--- config.mk ---
export PLATFORM = sky130hd
export DESIGN_NAME = windowed_event_rate_meter
export DESIGN_NICKNAME = d
export VERILOG_FILES = /design/src/rtl/core/werm_pkg.sv /design/src/rtl/core/werm_ring.sv /design/src/rtl/core/werm_div.sv /design/src/rtl/core/windowed_event_rate_meter.sv
export VERILOG_INCLUDE_DIRS = /design/src /design/src/rtl/core
export SDC_FILE = /design/constraint.sdc
export NUM_CORES = 1
export LEC_CHECK = 0
export BUFFER_PORTS_ARGS = -buffer_cell sky130_fd_sc_hd__buf_4
export CAP_MARGIN = 20
export CORE_AREA = 4 4 260 262
export CTS_CLUSTER_SIZE = 16
export DETAILED_ROUTE_END_ITERATION = 8
export DIE_AREA = 0 0 264 266
export PLACE_DENSITY = 0.79
export SETUP_SLACK_MARGIN = 0.15
export SYNTH_ARGS = -nofsm -noshare
export SYNTH_HDL_FRONTEND = slang
export SYNTH_SLANG_ARGS = --single-unit
--- constraint.sdc ---
create_clock -name clk -period 5.1 [get_ports clk]
set_input_delay 0.51 -clock clk [delete_from_list [all_inputs] [get_ports clk]]
set_output_delay 0.51 -clock clk [all_outputs]
set_load 0.02 [all_outputs]
--- src/rtl/core/windowed_event_rate_meter_assert.svh ---
// Assertion macros used by the rate meter top level.
`ifndef WINDOWED_EVENT_RATE_METER_ASSERT_SVH
`define WINDOWED_EVENT_RATE_METER_ASSERT_SVH

// same-cycle implication, disabled in reset
`define WERM_ASSERT_NOW(label, ante, cons, msg) \
	label: assert property (@(posedge clk) disable iff (!arst_n) (ante) |-> (cons)) \
		else $error(msg);

// next-cycle implication, disabled in reset
`define WERM_ASSERT_NEXT(label, ante, cons, msg) \
	label: assert property (@(posedge clk) disable iff (!arst_n) (ante) |=> (cons)) \
		else $error(msg);

`endif

--- src/rtl/core/werm_pkg.sv ---
// Package: sizes, codes and helpers of the windowed event rate meter.
`timescale 1ns / 1ps
`default_nettype none
package werm_pkg;

	localparam int RING_DEPTH = 16;
	localparam int TIME_BITS  = 32;

	localparam int PTR_BITS  = $clog2(RING_DEPTH);
	localparam int FILL_BITS = $clog2(RING_DEPTH + 1);

	localparam int SCALE_X10 = 10000;
	localparam int RATE_BITS = 18;
	localparam int RATE_MAX  = (1 << RATE_BITS) - 1;

	// dividend (fill - 1) * 10000 and its quotient
	localparam int NUM_BITS = $clog2((RING_DEPTH - 1) * SCALE_X10 + 1);
	localparam int CNT_BITS = $clog2(NUM_BITS + 1);
	localparam int QW_BITS  = (NUM_BITS > RATE_BITS) ? NUM_BITS : RATE_BITS;

	localparam int THR_BITS     = 18;
	localparam int TIMEOUT_BITS = 16;
	localparam int CFG_IDX_BITS = 1;
	localparam int CFG_DATA_BITS = 18;

	localparam logic [THR_BITS-1:0]     BUSY_THR_RESET = 18'd28;
	localparam logic [TIMEOUT_BITS-1:0] TIMEOUT_RESET  = 16'd2000;

	localparam logic [CFG_IDX_BITS-1:0] CFG_BUSY_THRESHOLD = 1'b0;
	localparam logic [CFG_IDX_BITS-1:0] CFG_IDLE_TIMEOUT   = 1'b1;

	localparam logic CMD_QUERY  = 1'b0;
	localparam logic CMD_RECORD = 1'b1;

	typedef struct packed {
		logic busy;
		logic done;
	} div_stat_t;

	function automatic logic [RATE_BITS-1:0] sat_rate(input logic [NUM_BITS-1:0] q);
		logic [QW_BITS-1:0] w;
		w = QW_BITS'(q);
		if (w > QW_BITS'(RATE_MAX))
			return RATE_BITS'(RATE_MAX);
		return w[RATE_BITS-1:0];
	endfunction

endpackage
`default_nettype wire

--- src/rtl/core/werm_ring.sv ---
// Ring of event times: one write port, one registered read port.
`timescale 1ns / 1ps
`default_nettype none
module werm_ring (
	input  wire logic                          clk,
	input  wire logic                          we,
	input  wire logic [werm_pkg::PTR_BITS-1:0]  waddr,
	input  wire logic [werm_pkg::TIME_BITS-1:0] wdata,
	input  wire logic [werm_pkg::PTR_BITS-1:0]  raddr,
	output logic      [werm_pkg::TIME_BITS-1:0] rdata
);
	import werm_pkg::*;

	logic [TIME_BITS-1:0] mem_q [RING_DEPTH];

	always_ff @(posedge clk) begin
		if (we)
			mem_q[waddr] <= wdata;
		rdata <= mem_q[raddr];
	end

endmodule
`default_nettype wire

--- src/rtl/core/werm_div.sv ---
// Restoring divider, one quotient bit per cycle.
`timescale 1ns / 1ps
`default_nettype none
module werm_div (
	input  wire logic                          clk,
	input  wire logic                          arst_n,
	input  wire logic                          start,
	input  wire logic [werm_pkg::NUM_BITS-1:0]  dividend,
	input  wire logic [werm_pkg::TIME_BITS-1:0] divisor,
	output werm_pkg::div_stat_t                stat,
	output logic      [werm_pkg::NUM_BITS-1:0]  quotient
);
	import werm_pkg::*;

	logic [TIME_BITS-1:0] rem_q;
	logic [NUM_BITS-1:0]  quo_q;
	logic [TIME_BITS-1:0] dvs_q;
	logic [CNT_BITS-1:0]  cnt_q;
	logic                 busy_q;
	logic                 done_q;

	logic [TIME_BITS:0] shifted;
	logic [TIME_BITS:0] diff;
	logic               ge;

	// remainder stays below the divisor, so shifted fits one extra bit
	assign shifted = {rem_q, quo_q[NUM_BITS-1]};
	assign ge      = shifted >= {1'b0, dvs_q};
	assign diff    = shifted - {1'b0, dvs_q};

	always_ff @(posedge clk or negedge arst_n) begin
		if (!arst_n) begin
			busy_q <= 1'b0;
			done_q <= 1'b0;
			cnt_q  <= '0;
		end else begin
			done_q <= 1'b0;
			if (start) begin
				busy_q <= 1'b1;
				cnt_q  <= CNT_BITS'(NUM_BITS);
			end else if (busy_q) begin
				cnt_q <= cnt_q - 1'b1;
				if (cnt_q == CNT_BITS'(1)) begin
					busy_q <= 1'b0;
					done_q <= 1'b1;
				end
			end
		end
	end

	always_ff @(posedge clk) begin
		if (start) begin
			rem_q <= '0;
			quo_q <= dividend;
			dvs_q <= divisor;
		end else if (busy_q) begin
			rem_q <= ge ? diff[TIME_BITS-1:0] : shifted[TIME_BITS-1:0];
			quo_q <= {quo_q[NUM_BITS-2:0], ge};
		end
	end

	assign stat.busy = busy_q;
	assign stat.done = done_q;
	assign quotient  = quo_q;

endmodule
`default_nettype wire

--- src/rtl/core/windowed_event_rate_meter.sv ---
// Top level: windowed event rate meter, sequencer around ring and divider.
// Path: ST_WRITE, ST_RD_NEW, ST_RD_OLD, ST_CHECK, ST_DIV (one step per bit of the
// default 18-bit dividend), ST_OUT; shorter when the rate reads zero without a divide.
// One item in flight: a new word is taken only in ST_IDLE, after the last result word.
// Reset: state to ST_IDLE, pointer, fill count and out_valid cleared, registers to 28 / 2000;
// the ring contents stay undefined until written.
`timescale 1ns / 1ps
`default_nettype none
module windowed_event_rate_meter (
	input  wire logic                              clk,
	input  wire logic                              arst_n,
	input  wire logic                              in_valid,
	output logic                                   in_ready,
	input  wire logic                              command,
	input  wire logic [werm_pkg::TIME_BITS-1:0]     now_ms,
	output logic                                   out_valid,
	input  wire logic                              out_ready,
	output logic      [werm_pkg::RATE_BITS-1:0]     rate_x10,
	output logic                                   busy_res,
	input  wire logic                              cfg_we,
	input  wire logic [werm_pkg::CFG_IDX_BITS-1:0]  cfg_index,
	input  wire logic [werm_pkg::CFG_DATA_BITS-1:0] cfg_data
);
	import werm_pkg::*;

	`include "windowed_event_rate_meter_assert.svh"

	typedef enum logic [6:0] {
		ST_IDLE   = 7'b0000001,
		ST_WRITE  = 7'b0000010,
		ST_RD_NEW = 7'b0000100,
		ST_RD_OLD = 7'b0001000,
		ST_CHECK  = 7'b0010000,
		ST_DIV    = 7'b0100000,
		ST_OUT    = 7'b1000000
	} state_t;

	localparam int IW = FILL_BITS + 1;

	state_t                state_q;
	logic                  cmd_q;
	logic [TIME_BITS-1:0]  now_q;
	logic [TIME_BITS-1:0]  newest_q;
	logic [PTR_BITS-1:0]   wp_q;
	logic [FILL_BITS-1:0]  fill_q;
	logic [RATE_BITS-1:0]  rate_q;
	logic [THR_BITS-1:0]   thr_q;
	logic [TIMEOUT_BITS-1:0] timeout_q;

	logic [PTR_BITS-1:0]  new_slot;
	logic [PTR_BITS-1:0]  old_slot;
	logic [IW-1:0]        old_sum;
	logic [PTR_BITS-1:0]  raddr;
	logic [TIME_BITS-1:0] rdata;
	logic                 ring_we;
	logic [TIME_BITS-1:0] idle_t;
	logic [TIME_BITS-1:0] span;
	logic                 zero_rate;
	logic                 div_start;
	logic [NUM_BITS-1:0]  dividend;
	logic [NUM_BITS-1:0]  quotient;
	div_stat_t            div_stat;
	logic                 out_stall;

	// config port
	always_ff @(posedge clk or negedge arst_n) begin
		if (!arst_n) begin
			thr_q     <= BUSY_THR_RESET;
			timeout_q <= TIMEOUT_RESET;
		end else if (cfg_we) begin
			unique case (cfg_index)
				CFG_BUSY_THRESHOLD: thr_q     <= cfg_data[THR_BITS-1:0];
				CFG_IDLE_TIMEOUT:   timeout_q <= cfg_data[TIMEOUT_BITS-1:0];
				default: ;
			endcase
		end
	end

	// ring indexes: newest is one behind the pointer, oldest fill behind
	assign new_slot = (wp_q == '0) ? PTR_BITS'(RING_DEPTH - 1) : wp_q - 1'b1;
	assign old_sum  = IW'(wp_q) + IW'(RING_DEPTH) - IW'(fill_q);
	assign old_slot = (old_sum >= IW'(RING_DEPTH)) ?
		PTR_BITS'(old_sum - IW'(RING_DEPTH)) : PTR_BITS'(old_sum);
	assign raddr    = (state_q == ST_RD_NEW) ? new_slot : old_slot;
	assign ring_we  = (state_q == ST_WRITE) && (cmd_q == CMD_RECORD);

	werm_ring u_ring (
		.clk   (clk),
		.we    (ring_we),
		.waddr (wp_q),
		.wdata (now_q),
		.raddr (raddr),
		.rdata (rdata)
	);

	// in ST_CHECK rdata holds the oldest time
	assign idle_t    = now_q - newest_q;
	assign span      = newest_q - rdata;
	assign zero_rate = (idle_t > TIME_BITS'(timeout_q)) || (span == '0);
	assign div_start = (state_q == ST_CHECK) && !zero_rate;
	assign dividend  = NUM_BITS'(fill_q - 1'b1) * NUM_BITS'(SCALE_X10);

	werm_div u_div (
		.clk      (clk),
		.arst_n   (arst_n),
		.start    (div_start),
		.dividend (dividend),
		.divisor  (span),
		.stat     (div_stat),
		.quotient (quotient)
	);

	assign in_ready  = (state_q == ST_IDLE);
	assign out_stall = out_valid && !out_ready;

	always_ff @(posedge clk or negedge arst_n) begin
		if (!arst_n) begin
			state_q   <= ST_IDLE;
			wp_q      <= '0;
			fill_q    <= '0;
			out_valid <= 1'b0;
		end else begin
			// in ST_OUT the arm below owns out_valid
			if (out_valid && out_ready && state_q != ST_OUT)
				out_valid <= 1'b0;
			unique case (state_q)
				ST_IDLE: begin
					if (in_valid)
						state_q <= ST_WRITE;
				end
				ST_WRITE: begin
					if (cmd_q == CMD_RECORD) begin
						wp_q <= (wp_q == PTR_BITS'(RING_DEPTH - 1)) ? '0 : wp_q + 1'b1;
						if (fill_q != FILL_BITS'(RING_DEPTH))
							fill_q <= fill_q + 1'b1;
					end
					state_q <= ST_RD_NEW;
				end
				ST_RD_NEW: begin
					state_q <= (fill_q < FILL_BITS'(2)) ? ST_OUT : ST_RD_OLD;
				end
				ST_RD_OLD: state_q <= ST_CHECK;
				ST_CHECK:  state_q <= zero_rate ? ST_OUT : ST_DIV;
				ST_DIV: begin
					if (div_stat.done)
						state_q <= ST_OUT;
				end
				ST_OUT: begin
					if (!out_valid || out_ready) begin
						out_valid <= 1'b1;
						state_q   <= ST_IDLE;
					end
				end
				default: state_q <= ST_IDLE;
			endcase
		end
	end

	// payload registers
	always_ff @(posedge clk) begin
		if (in_valid && in_ready) begin
			cmd_q <= command;
			now_q <= now_ms;
		end
		if (state_q == ST_RD_OLD)
			newest_q <= rdata;
		if (state_q == ST_RD_NEW || state_q == ST_CHECK)
			rate_q <= '0;
		if (state_q == ST_DIV && div_stat.done)
			rate_q <= sat_rate(quotient);
		if (state_q == ST_OUT && (!out_valid || out_ready)) begin
			rate_x10 <= rate_q;
			busy_res <= (rate_q >= thr_q);
		end
	end

	`WERM_ASSERT_NOW(a_fill_bound, 1'b1, fill_q <= FILL_BITS'(RING_DEPTH), "fill count above depth")
	`WERM_ASSERT_NOW(a_div_in_div, div_stat.done, state_q == ST_DIV, "divider done outside divide")
	`WERM_ASSERT_NOW(a_div_busy, div_stat.busy, state_q == ST_DIV, "divider busy outside divide")
	`WERM_ASSERT_NEXT(a_out_hold, (state_q == ST_OUT) && out_stall, state_q == ST_OUT, "result word overrun")
	`WERM_ASSERT_NEXT(a_accept_go, in_valid && in_ready, state_q == ST_WRITE, "accepted word not started")

endmodule
`default_nettype wire

== Yosys cells after proc, flatten, opt, wreduce, memory -nomap -nowiden ==
Memories as Yosys holds them, arrays and structs flattened. A register that Yosys moved wholly into a read port is not among the register bits.
Index checks and enable logic that the tools add are counted.

* Register bits: 242
* Bits in writable memories: 512
* Bits of input ports: 57
* Output and inout bits: 21
* Word-level logic and storage cells: 106
* Memories: 1

{| class="wikitable"
|+ Memory list
! name !! words !! width !! rd ports !! clocked after Yosys merged registers in !! wr ports !! line !! RTL
|-
| u_ring.mem_q || 16 || 32 || 1 || 1 || 1 || werm_ring.sv:14 || <nowiki>logic [TIME_BITS-1:0] mem_q [RING_DEPTH];</nowiki>
|}

* $add $sub $neg: 11
* Multipliers: 1
* Order comparisons: 6
* Equality and inequality tests: 14
* Multiplexer cells: 32
* Bitwise logic cells: 1
* Reductions and logical operators: 21

{| class="wikitable"
|+ Operators by type and width
! kind !! number
|-
| two-way mux 18 bit || 6
|-
| subtractor 32 bit || 3
|-
| case mux 7 bit (7 select lines) || 1
|-
| two-way mux 7 bit || 5
|-
| >= comparator 33 x 32 -> 1 bit || 1
|-
| greater-than comparator 32 x 16 -> 1 bit || 1
|-
| zero test 32 bit || 1
|-
| two-way mux 32 bit || 1
|-
| >= comparator 18 bit || 1
|-
| greater-than comparator 18 bit (second input constant) || 1
|-
| multiplier 18 x 10 -> 14 bit (second input constant) || 1
|-
| two-way mux 4 bit || 4
|-
| two-way mux 1 bit || 13
|-
| two-way mux 5 bit || 2
|-
| subtractor 4 x 1 -> 4 bit (second input constant) || 2
|-
| == test 7 x 1 -> 1 bit (second input constant) || 1
|-
| == test 7 x 2 -> 1 bit (second input constant) || 1
|-
| == test 7 x 3 -> 1 bit (second input constant) || 1
|-
| == test 7 x 4 -> 1 bit (second input constant) || 1
|-
| == test 7 x 5 -> 1 bit (second input constant) || 1
|-
| == test 7 x 6 -> 1 bit (second input constant) || 1
|-
| == test 7 bit (second input constant) || 1
|-
| logical AND 1 bit || 7
|-
| != test 7 bit (second input constant) || 1
|-
| 20 further kinds || 28
|}

== Logic depth before layout (Yosys ltp) ==
* Depth after elaboration: 6
* Gate-level depth with buffers: 24

== Modules after synthesis ==
From an unflattened synthesis, not the netlist that was laid out.

* Cell total of the unflattened synthesis: 2632
* Area, all modules: 36877.9 um2

{| class="wikitable"
|+ By module, submodules not included
! module !! instances !! cells an instance !! area each (um2) !! sequential area each (um2)
|-
| werm_ring || 1 || 838 || 19835.3 || 16015.4
|-
| windowed_event_rate_meter || 1 || 1222 || 11548.6 || 4351.7
|-
| werm_div || 1 || 572 || 5494.0 || 2317.2
|}

== Least setup slack after synthesis ==
Ideal clock, no wire load.

* Kind: register -> register
* Start: register now_q[1]
* End: register u_div.dvs_q[0], enable pin
* Library setup time: 377 ps
* Arrival time: 5109 ps
* Path slack: -386 ps
* Cell stages (with the launch flop): 22
* Path buffers: 1
* Path through: edfxtp_1 -> ha_1 -> nor2b_1 -> o31a_1 -> o31a_1 -> o21a_1 -> o21ai_0 -> nand2b_1 -> a21oi_1 -> xnor2_1 -> ha_1 -> a41oi_1 -> o21ai_0 -> a221oi_1 -> a31oi_1 -> a21oi_1 -> o21ai_1 -> or4_1 -> nor4_1 -> nand4b_1 -> a311oi_4 -> buf_2

* Word-level cells in the longest chain between the ends: 5

{| class="wikitable"
|+ RTL lines
! element !! line !! RTL
|-
| from (decl) || windowed_event_rate_meter.sv:42 || <nowiki>logic [TIME_BITS-1:0] now_q;</nowiki>
|-
| from (signal assigned) || windowed_event_rate_meter.sv:163 || <nowiki>now_q <= now_ms;</nowiki>
|-
| subtractor 32 bit || windowed_event_rate_meter.sv:97 || <nowiki>assign idle_t = now_q - newest_q;</nowiki>
|-
| greater-than comparator 32 x 16 -> 1 bit || windowed_event_rate_meter.sv:99 || <nowiki>assign zero_rate = (idle_t > TIME_BITS'(timeout_q)) || (span == '0);</nowiki>
|-
| logical OR 1 bit || windowed_event_rate_meter.sv:99 ||
|-
| zero test 1 bit || windowed_event_rate_meter.sv:100 || <nowiki>assign div_start = (state_q == ST_CHECK) && !zero_rate;</nowiki>
|-
| logical AND 1 bit || windowed_event_rate_meter.sv:100 ||
|-
| net div_start || windowed_event_rate_meter.sv:59 || <nowiki>logic div_start;</nowiki>
|-
| to (signal assigned) || werm_div.sv:55 || <nowiki>dvs_q <= divisor;</nowiki>
|-
| to (decl) || werm_div.sv:17 || <nowiki>logic [TIME_BITS-1:0] dvs_q;</nowiki>
|}

The timed path passes the listed nets, and every way through them passes these cells.
A chain may end at the register's enable or synchronous reset.

== Worst setup path in the final report ==
* Start: register newest_q[1]
* End: register u_div.dvs_q[20], enable pin

* Word-level cells in the longest chain between the ends: 5
* Elaborated cells between the ends (all ways): 7

{| class="wikitable"
|+ RTL lines
! element !! line !! RTL
|-
| from (decl) || windowed_event_rate_meter.sv:43 || <nowiki>logic [TIME_BITS-1:0] newest_q;</nowiki>
|-
| from (signal assigned) || windowed_event_rate_meter.sv:166 || <nowiki>newest_q <= rdata;</nowiki>
|-
| subtractor 32 bit (on tied branches) || windowed_event_rate_meter.sv:97, windowed_event_rate_meter.sv:98 ||
|-
| greater-than comparator 32 x 16 -> 1 bit or zero test 32 bit (tied branches) || windowed_event_rate_meter.sv:99 ||
|-
| logical OR 1 bit * || windowed_event_rate_meter.sv:99 ||
|-
| zero test 1 bit * || windowed_event_rate_meter.sv:100 ||
|-
| logical AND 1 bit * || windowed_event_rate_meter.sv:100 ||
|}

Mark *: on every way between the ends. The rest lies on a longest branch, timed or not.

==> flow_summary.yaml <==
status:
  status: "finished, violations left"
  violations: "negative setup slack"
synth:
  netlist_area_um2: 36890
  async_flop_share_pct: 7.379
  synth_top_family_by_area: "multiplexers"
  ys_ff_latch: 786
  yosysTopAreaCell: "edfxtp_1"
  synth_nets: 2851
  synth_area_per_cell_um2: 14.12
  synth_top_cell_area_share_pct: 53.72
  synth_area_leaders: "edfxtp_1 (54%), mux4_2 (7.8%), ha_1 (5.7%)"
  synth-adder-area-share_pct: 6.478
  yosysMostFrequentCell: "edfxtp_1"
  netlist_top_cells_count: "edfxtp_1 (660), inv_1 (210), ha_1 (167)"
  synthXorXnorAreaFrac_pct: 2.374
  synth.distinct_cells: 97
  yosys_most_used_dff: "edfxtp_1"
  synth_compound_area_share_pct: 8.896
  yosys.area_share.simple_pct: 7.454
  synth-edff-count: 660
  ys_warn_count: 0
  synth_seq_area_share_pct: 61.38
  synth.area.mux_share_pct: 10.13
  netlist_instances: 2612
placed_design:
  placed_cell_area_um2: 39460
  gp_congestion: 0.9488
  pre_cts_ws_ps: -297.0
  dp_hpwl_um: 59290
  io_buffers: 77
grt:
  grt_max_degree: 83
  overflow: 0
  grt_use_total_pct: 25.74
  antenna_found_initial: 2
  grt_pass1_wl_um: 140000
  grt_pass1_vias: 23729
route:
  vias: 23234
  wl_per_cell_um: 24.30
  ant_nets: 0
  post-route-drc-count: 0
  maxUsedRoutingLayer: "met5"
  drt-met1-wl_um: 36650
  route.met2.wl_um: 46180
  dr.pass1.iters: 5
  viasPerCell: 6.206
  drtIter0Drc: 2283
  wirelength_um: 90970
  wl_met3_um: 5831
final_layout:
  antenna_cells: 0
  layout-drive-gt1-share_pct: 20.10
  fillCellCount: 4543
  nNetsFinal: 3050
  final_area_um2: 42430
  area_delta_synth_final_pct: 15.00
critical_path:
  cp.arrival_ps: 5610
  cp.required_ps: 5440
  end_kind: "flip-flop"
  crit_path_max_incr_delay_ps: 430
  critPathKind: "flip-flop to flip-flop"
  cp-start-kind: "flip-flop"
  crit_path_cell_trace: "inv_2 -> ha_4 -> nor2b_4 -> o31a_1 -> o31a_1 -> o21a_1 -> o21ai_1 -> nand2b_1 -> a21oi_2 -> xnor2_1 -> ha_1 -> a41oi_2 -> o21ai_2 -> a221oi_2 -> a31oi_2 -> a21oi_1 -> o21ai_1 -> or4_4 -> nor4_4 -> nand4b_1 -> a311oi_4 -> buf_12 -> buf_4 -> clkbuf_16"
  critical_path_buf_inv_count: 4
  cp_max_fo: 11
  critPathSlowestCell: "or4_4"
  crit_family: "compound AO/OA/AOI/OAI gates"
hold_path:
  hold_class: "primary input to flip-flop"
power_and_ir_drop:
  p_comb_share_pct: 50.8
  p_seq_share_pct: 28.1
  ir_drop_uv: 861.6
  power_density_nw_per_um2: 676.3
  switching_share_pct: 37.69
  power.internal_mw: 17.88
  p_leak_nw: 15.80
  switchingPower_mw: 10.81
  p_clk_share_pct: 21.1
clock_network:
  ctsHtreeMaxLevel: 3
  clock-sinks: 786
  cts_root_buf: "clkbuf_16"
  cts_made_buffers: 81
  clk_pin_slew_ps: 60
  cts_tree: "done"
  clockBufferDepth: 3
  clock_latency_ps: 640
floorplanning:
  start_util_pct: 56.42
  die_width_um: 264
  core.rowCount: 94
  ios: 78
  die_area_um2: 70220
  core-area_um2: 65390
  die_h_um: 266
sta:
  finalCritPeriodShare_pct: 103.3
  slew_headroom_pct: 28.78
  fin_skew_ps: 26.51
  tightest_slew_ps: 1068
  timing.fmax_mhz: 189.8
  setup_viol: 98
  setup_tns_ps: -7584
  rsz0062_at_grt: "true"
  setup_ws_ps: -169.3
  fin_crit_ps: 5269
  slew_viol_final: 0
  hold_viol: 0
job:
  drv_cap: 0
logic make-up after synthesis:
kind of cell | Yosys count
flops | 786
xor+xnor | 100
fa+ha+maj | 182
simple gates | 521
compound gates | 501
buf+inv | 311
mux | 211
layout make-up:
class	instances	area, µm²	area share [%]
flip-flops and latches	786	22650	53.38
multi-input cells	1516	13310	31.38
clock buffers	119	2365	5.574
repair buffers	215	1844	4.347
well taps	864	1081	2.548
inverters	211	792.0	1.867
clock inverters	33	384.1	0.9054
cells in the final DEF (no fill, tap or decap), types with 12 or more instances in the layout:
cell type  synthesis  layout
edfxtp_1         660     660
inv_1            210     209
buf_4              2     196
ha_1             167     164
a21oi_1          143     141
mux4_2           128     128
nand2_1          125     125
nor2_1           105     100
o21ai_0          101      99
clkbuf_16          0      87
dfxtp_1           68      68
xnor2_1           62      62
mux2i_1           65      62
a211oi_1          49      48
dfrtp_1           48      47
nor2b_1           42      40
nor3_1            44      38
xor2_1            38      38
a21o_1            34      34
nand3_1           31      31
o211ai_1          31      31
and3_1            27      27
nand4_1           23      23
o21a_1            23      23
clkbuf_1          74      23
nand2b_1          20      19
mux2_2            18      18
o21bai_1          16      16
a31oi_1           15      14
fa_1              15      14
nor2_4             9      13
and2_1            17      12
per-stage QoR:
step,power (mW),instances,util (%),hold WS (ps)
floorplan,18.60,2612,-,214.4
global placement,22.11,3581,60.34,418.8
detailed placement,22.50,3581,60.34,413.3
CTS,28.78,3737,64.66,24.39
global route,30.45,3744,64.88,34.61
finish,28.69,3744,64.88,53.21
sequential cells by signal (all words and copies together) (netlist names), 32 cells and up:
| signal | cells |
|---|---|
| newest_q | 32 |
| u_ring.mem_q | 512 |
| now_q | 32 |
| u_ring.rdata | 32 |
| u_div.rem_q | 32 |
| u_div.dvs_q | 32 |
power by group through the flow:
| stage | registers, mW | logic [mW] | clock network [mW] |
|---|---|---|---|
| detailed placement | 8.17 | 14.3 | 0 |
| global route | 8.08 | 16.0 | 6.41 |
| global placement | 8.14 | 14.0 | 0 |
| floorplan | 8.05 | 10.5 | 0 |
| CTS | 8.04 | 14.6 | 6.13 |
| finish | 8.05 | 14.6 | 6.06 |
layer usage:
layer	vias up	track usage [%]
li1	10341	-
met1	11776	34.73
met2	958	44.49
met3	157	3.657
met4	2	7.039
met5	-	0
worst paths after layout:
path | cells past startpoint | endpoint | slack [ps] | startpoint
setup / recovery | 24 | u_div.dvs_q[20] | -170 | newest_q[1]
hold / removal | 1 | now_q[28] | 50 | now_ms[28]
setup reg to reg | 24 | u_div.dvs_q[20] | -170 | newest_q[1]
hold reg to reg | 0 | newest_q[30] | 430 | u_ring.rdata[30]
max in group asynchronous | 2 | u_div.busy_q | 4070 | arst_n
min in group asynchronous | 2 | thr_q[1] | 490 | arst_n
repair_timing:
item / CTS / global route
gates resized for setup: 7 / 11
pin swaps: 3 / 0
endpoints found under the setup margin: 104 / 105
endpoints found under the hold margin: 48 / 0
buffers inserted: 2 / 4
cloned: 1 / 2
hold buffers: 1 / 0
(Power assumes the default switching activity.)
